`src/rtl/rmdp_pkg.sv`:
```
// Package for the rate-monotonic deferred-preemption scheduler.
// Holds the job record, cell command and FSM types and the ordering helpers.
// No dependencies.
package rmdp_pkg;

    localparam int TASK_W = 6;
    localparam int JOB_W  = 16;
    localparam int KEY_W  = 17;
    localparam int DL_W   = 34;
    localparam int REM_W  = 16;
    localparam int WORK_W = 27;
    localparam int CMP_W  = 35;

    localparam logic OP_LOAD = 1'b0;
    localparam logic OP_TICK = 1'b1;

    localparam logic [1:0] ADDR_TASK_COUNT = 2'd0;

    typedef struct packed {
        logic              vld;
        logic [TASK_W-1:0] task_id;
        logic [JOB_W-1:0]  job;
        logic [KEY_W-1:0]  key;
        logic [DL_W-1:0]   deadline;
        logic [REM_W-1:0]  remain;
    } job_t;

    typedef enum logic [1:0] {
        CELL_HOLD,
        CELL_INS,
        CELL_SHL
    } cell_cmd_t;

    typedef struct packed {
        cell_cmd_t cmd;
        job_t      ins_job;
    } cell_ctrl_t;

    typedef enum logic [2:0] {
        ST_IDLE,
        ST_REL,
        ST_RET,
        ST_SCAN,
        ST_DECIDE,
        ST_REINS,
        ST_DONE
    } state_t;

    function automatic logic ranks_before(input job_t a, input job_t b);
        logic r;
        if (a.key != b.key) begin
            r = a.key < b.key;
        end else if (a.task_id != b.task_id) begin
            r = a.task_id < b.task_id;
        end else begin
            r = a.job < b.job;
        end
        return r;
    endfunction

    function automatic logic [KEY_W-1:0] period_key(input logic [15:0] p);
        logic [KEY_W-1:0] k;
        if (p == 16'd0) begin
            k = 17'h10000;
        end else begin
            k = {1'b0, p};
        end
        return k;
    endfunction

endpackage

```
`src/rtl/rmdp_cell.sv`:
```
// One slot of the sorted ready-queue chain.
// Inserts in order from the left neighbor, shifts from the right neighbor.
// Depends on rmdp_pkg.
module rmdp_cell (
    input  logic                aclk,
    input  logic                aresetn,
    input  rmdp_pkg::cell_ctrl_t ctrl,
    input  rmdp_pkg::job_t      left_job,
    input  logic                left_b,
    input  rmdp_pkg::job_t      right_job,
    output rmdp_pkg::job_t      cell_job,
    output logic                cell_b
);
    import rmdp_pkg::*;

    job_t job_reg, job_next;

    assign cell_b   = !job_reg.vld || ranks_before(ctrl.ins_job, job_reg);
    assign cell_job = job_reg;

    always_comb begin
        job_next = job_reg;
        case (ctrl.cmd)
            CELL_INS: begin
                if (cell_b) begin
                    job_next = left_b ? left_job : ctrl.ins_job;
                end
            end
            CELL_SHL: job_next = right_job;
            default:  job_next = job_reg;
        endcase
    end

    always_ff @(posedge aclk) begin
        if (!aresetn) begin
            job_reg <= '0;
        end else begin
            job_reg <= job_next;
        end
    end

endmodule

```
`config.mk`:
```
export PLATFORM = sky130hd
export DESIGN_NAME = rmdp_cell
export DESIGN_NICKNAME = d
export VERILOG_FILES = /design/src/rtl/rmdp_pkg.sv /design/src/rtl/rmdp_cell.sv
export SDC_FILE = /design/constraint.sdc
export NUM_CORES = 1
export LEC_CHECK = 0
export BUFFER_PORTS_ARGS = -buffer_cell sky130_fd_sc_hd__buf_2
export CAP_MARGIN = 25
export CORE_AREA = 2 2 144 146
export DETAILED_ROUTE_END_ITERATION = 10
export DIE_AREA = 0 0 146 148
export SYNTH_ARGS = -nofsm -noshare
export SYNTH_HDL_FRONTEND = slang
export SYNTH_SLANG_ARGS = --single-unit
```
`constraint.sdc`:
```
create_clock -name aclk -period 3.4 [get_ports aclk]
set_clock_uncertainty 0.2 [all_clocks]
set_input_delay 0.68 -clock aclk [delete_from_list [all_inputs] [get_ports aclk]]
set_output_delay 0.68 -clock aclk [all_outputs]
set_load 0.01 [all_outputs]
```
# After elaboration in Yosys (flattened, before gate mapping)
# Index checks and enable logic that the tools add are counted.
dict set report word_totals {
  regBits 90
}
dict set report op_classes {
  magnitude_cmp 3
  n_eq_ne 5
  muxes 5
  reduce_logical 4
}
# op n
set ops {}
lappend ops {{two-way mux 90 bit} 2}
lappend ops {{case mux 90 bit (2 select lines)} 1}
lappend ops {{less-than comparator 17 bit} 1}
lappend ops {{!= test 17 bit} 1}
lappend ops {{less-than comparator 16 bit} 1}
lappend ops {{less-than comparator 6 bit} 1}
lappend ops {{!= test 6 bit} 1}
lappend ops {{== test 2 x 1 -> 1 bit, second input constant} 1}
lappend ops {{== test 2 bit, second input constant} 1}
lappend ops {{two-way mux 1 bit} 2}
lappend ops {{!= test 2 bit, second input constant} 1}
lappend ops {{AND reduction 2 bit} 1}
lappend ops {{nonzero test 2 bit} 1}
lappend ops {{logical NOT 1 bit} 1}
lappend ops {{logical OR 1 bit} 1}

# Logic depth before layout (Yosys ltp)
dict set report depth {
  word_depth 6
  ltp_mapped 12
}

# Worst setup path after synthesis
# OpenSTA, ideal clock, no wires.
dict set report synth_timing {
  kind {input to output}
  start {input ctrl[81] (netlist name)}
  end {output cell_b}
  arrival_ns 2.114
  required_time_ns 2.520
  path_slack_ns 0.406
  stages 7
  path_buffers 0
  cell_sequence {ha_1 a21oi_1 nand2_1 a2111oi_4 o41ai_2 o2111ai_2 and2_1}
}
dict set report synth_via {
  elab_chain_len 4
}
# item line_no
set synth_rtl {}
lappend synth_rtl {{start, declared} rmdp_cell.sv:7} ;# input rmdp_pkg::cell_ctrl_t ctrl,
lappend synth_rtl {{less-than comparator 16 bit} rmdp_pkg.sv:56} ;# r = a.job < b.job;
lappend synth_rtl {{two-way mux 1 bit} rmdp_pkg.sv:53} ;# end else if (a.task_id != b.task_id) begin
lappend synth_rtl {{two-way mux 1 bit} rmdp_pkg.sv:51} ;# if (a.key != b.key) begin
lappend synth_rtl {{logical OR 1 bit} rmdp_cell.sv:18} ;# assign cell_b = !job_reg.vld || ranks_before(ctrl.ins_job, job_reg);
lappend synth_rtl {{end, declared} rmdp_cell.sv:12} ;# output logic cell_b
# No other way between the ends.

# Worst setup path after layout
dict set report layout_timing {
  start {input ctrl[60] (netlist name)}
  end {output cell_b}
}
dict set report layout_via {
  elab_chain_len 3
  elab_cells_between_ends 4
}
# item line_no
set layout_rtl {}
lappend layout_rtl {{less-than comparator 17 bit or != test 17 bit (tied branches)} {rmdp_pkg.sv:52, rmdp_pkg.sv:51}}
lappend layout_rtl {{two-way mux 1 bit (*)} rmdp_pkg.sv:51}
lappend layout_rtl {{logical OR 1 bit (*)} rmdp_cell.sv:18}
# Every way passes the cells marked *; elsewhere a longest branch is shown, timed or not.

==> impl_metrics.yaml <==
setup_path:
  worstPathRequired_ps: 2520
  crit_start: "ctrl[60]"
  critPathCaptureType: "output port"
  r2r_start: "cell_job[61]"
  crit_chain: "buf_2 > ha_4 > a21oi_2 > o21ai_2 > a2111oi_4 > buf_4 > a211oi_4 > o21ai_1 > and2_4 > buf_2"
  startpoint_type: "input pin"
  cpMostUsedCell: "buf_2"
  cp_top_family: "compound AO/OA/AOI/OAI gates"
  path_max_fanout: 2
  critPathArrivalTime_ps: 2400
  slowest_stage: "a2111oi_4"
  critPathBufInv: 3
  cpPeakStageDelay_ps: 330
  crit_type: "in2out"
finish:
  syn2layout_area_growth_pct: 39.8
  final_area_mm2: 0.00911
  fin_cells: 1365
  final_nets: 1405
  diodes: 0
  fillers: 2030
  drive_gt1_share_pct: 40.1
  largest_register_ffs: 90
detailed_routing:
  wl_met3_um: 1710
  drtAntennaViolNets: 0
  drt-met1-wl_um: 10100
  routedWlPerCell_um: 18.2
  drc: 0
  firstDrtPassIters: 5
  vias: 7452
  met2_length_um: 12400
  drt-initial-drc-count: 387
  via_per_inst: 5.46
  postRouteWirelength_um: 24800
  top_layer_used: "met4"
pwr:
  power_frac_comb_pct: 31.8
  p_int_mw: 2.29
  pwr-share-clk_pct: 31.9
  ir_worst_vdd_mv: 0.213
  leakagePower_nw: 4.29
  swShare_pct: 33.1
  pwr_density_cell_mw_per_mm2: 375
  seqPwrFrac_pct: 36.3
  switchingPower_mw: 1.13
global_routing:
  grt_usage_pct: 22.2
  grt_pass1_vias: 7251
  grt_pass1_wl_um: 38700
  grt_max_degree: 92
  antenna_found_initial: 0
  overflow: 0
timing:
  final_hold_viol_count: 0
  max-slew-margin-rel_pct: 50.5
  tns_ps: 0
  drv_slew: 0
  fmax_ghz: 0.305
  fin_crit_ps: 3280
  tightest_slew_ps: 743
  final.period_utilization_pct: 96.4
  final.setup.worst_slack_ps: 121
  finalSetupViolCount: 0
logic_synthesis:
  synth_area_leaders: "dfxtp_1 28%, mux2i_1 14%, a22o_1 12%, o221ai_1 11%, ha_1 7.3%"
  synth_commonest_cells: "98 x nand2_1, 92 x nand3_1, 90 x dfxtp_1, 90 x mux2i_1, 89 x a22o_1"
  ys_warn_count: 0
  synth_area_mm2: 0.00651
  ys.flop_type: "dfxtp_1"
  ys_ff_latch: 90
  synth-seq-area-share_pct: 27.7
  async_flop_share_pct: 0
  synth.top_cell.area_share_pct: 27.7
  synth_most_common_cell: "nand2_1"
  synth.distinct_cells: 36
  syn_inst: 766
  syn_area_per_cell_um2: 8.50
  synth.net_count: 1079
  synth_edf_count: 0
  yosysTopAreaCell: "dfxtp_1"
min_path:
  hold_path.class: "reg2reg"
  hold_path_startpoint: "cell_job[33]"
cts:
  cts_tree: "yes"
  insertion_delay_ps: 350
  cts_max_level: 3
  numCtsBuffers: 9
  clockBufferDepth: 2
  ctsRootBufferMaster: "clkbuf_16"
  clk_pin_slew_worst_paths_ps: 70
  cts.sink_count: 90
placed_design:
  io_buffers: 365
  dp_hpwl_um: 17700
  dpl.cell_count: 1350
  dp_slack_ps: -250
  placed_cell_area_mm2: 0.00870
  gp_congestion: 0.834
die:
  die-height_um: 148
  initial_utilization_pct: 32.5
  core_mm2: 0.0200
  rows: 52
  ios: 366
  die_area_mm2: 0.0216
  fp.dieW_um: 146
job:
  drv_cap: 0
status:
  status: "finished, final reports clean"
[logic make-up (layout without fill, tap and decap cells)]
| group | after synthesis | in the layout | synth area share, % |
|---|---|---|---|
| compound gates | 211 | 211 | 28.5 |
| fa+ha+maj | 38 | 38 | 7.30 |
| buf+inv | 116 | 445 | 7.24 |
| flops | 90 | 90 | 27.7 |
| mux | 90 | 90 | 13.8 |
| simple gates | 221 | 221 | 15.5 |
[cell usage in the layout (no fill, tap or decap), types with 10 or more instances in the layout]
cell type  count
a22o_1        89
o221ai_1      79
a21oi_1       10
nand2_1       98
inv_1         38
o221ai_2      10
nand3_1       92
ha_1          35
buf_2        363
dfxtp_1       87
mux2i_1       90
buf_4         22
[metal layers]
| metal | global-route usage (%) | up-vias |
|---|---|---|
| met5 | 0 | - |
| met4 | 8.20 | 0 |
| met3 | 3.55 | 44 |
| met2 | 38.9 | 321 |
| met1 | 27.5 | 3491 |
| li1 | - | 3596 |
[final timing paths]
kind / end / slack (ps) / depth (start not counted)
worst min register to register: cell_job[33] / 350 / 2
worst max-delay path: cell_b / 120 / 10
worst max register to register: cell_job[12] / 610 / 13
worst min-delay path: cell_job[33] / 350 / 2
[power groups by stage]
stage                     clock network [mW]  registers (mW)  logic [mW]
after global placement                     0            1.26        1.06
after detailed placement                   0            1.26        1.06
final                                   1.09            1.24        1.09
after floorplan                            0            1.29       0.559
after CTS                               1.12            1.24        1.07
after global routing                    1.15            1.25        1.19
[layout make-up]
class	count	area (um^2)	share of cell area, %
clock buffer	9	225	2.47
timing repair buffer	393	2140	23.5
tap	270	338	3.71
inverter	38	143	1.57
multi-input combinational	560	4370	48.0
clock inverter	5	81.3	0.893
sequential	90	1810	19.9
[worst reg2reg max path: cells and delay by family, from the launching register on]
| kind | cells | cell delay [ps] |
|---|---|---|
| adder cells (fa/ha/maj) | 1 | 290 |
| AND/OR/NAND/NOR | 2 | 160 |
| buffers and inverters | 5 | 710 |
| flip-flops | 1 | 400 |
| AO/OA/AOI/OAI | 5 | 910 |
[stage by stage]
stage | util, % | hold WS [ps] | power (mW)
3_5_place_dp | 43.4 | 338 | 2.32
6_report | 45.4 | 345 | 3.42
5_1_grt | 45.4 | 364 | 3.60
4_1_cts | 45.0 | 345 | 3.43
3_3_place_gp | 43.4 | 328 | 2.32
2_1_floorplan | - | 361 | 1.85
[repair_timing]
action / CTS / global route
hold buffers: 0 / 0
setup buffers: 1 / 0
setup endpoints to repair: 1 / 1
pin swaps: 2 / 8
resized for setup: 5 / 12
Power figures use the tool's default switching activity.
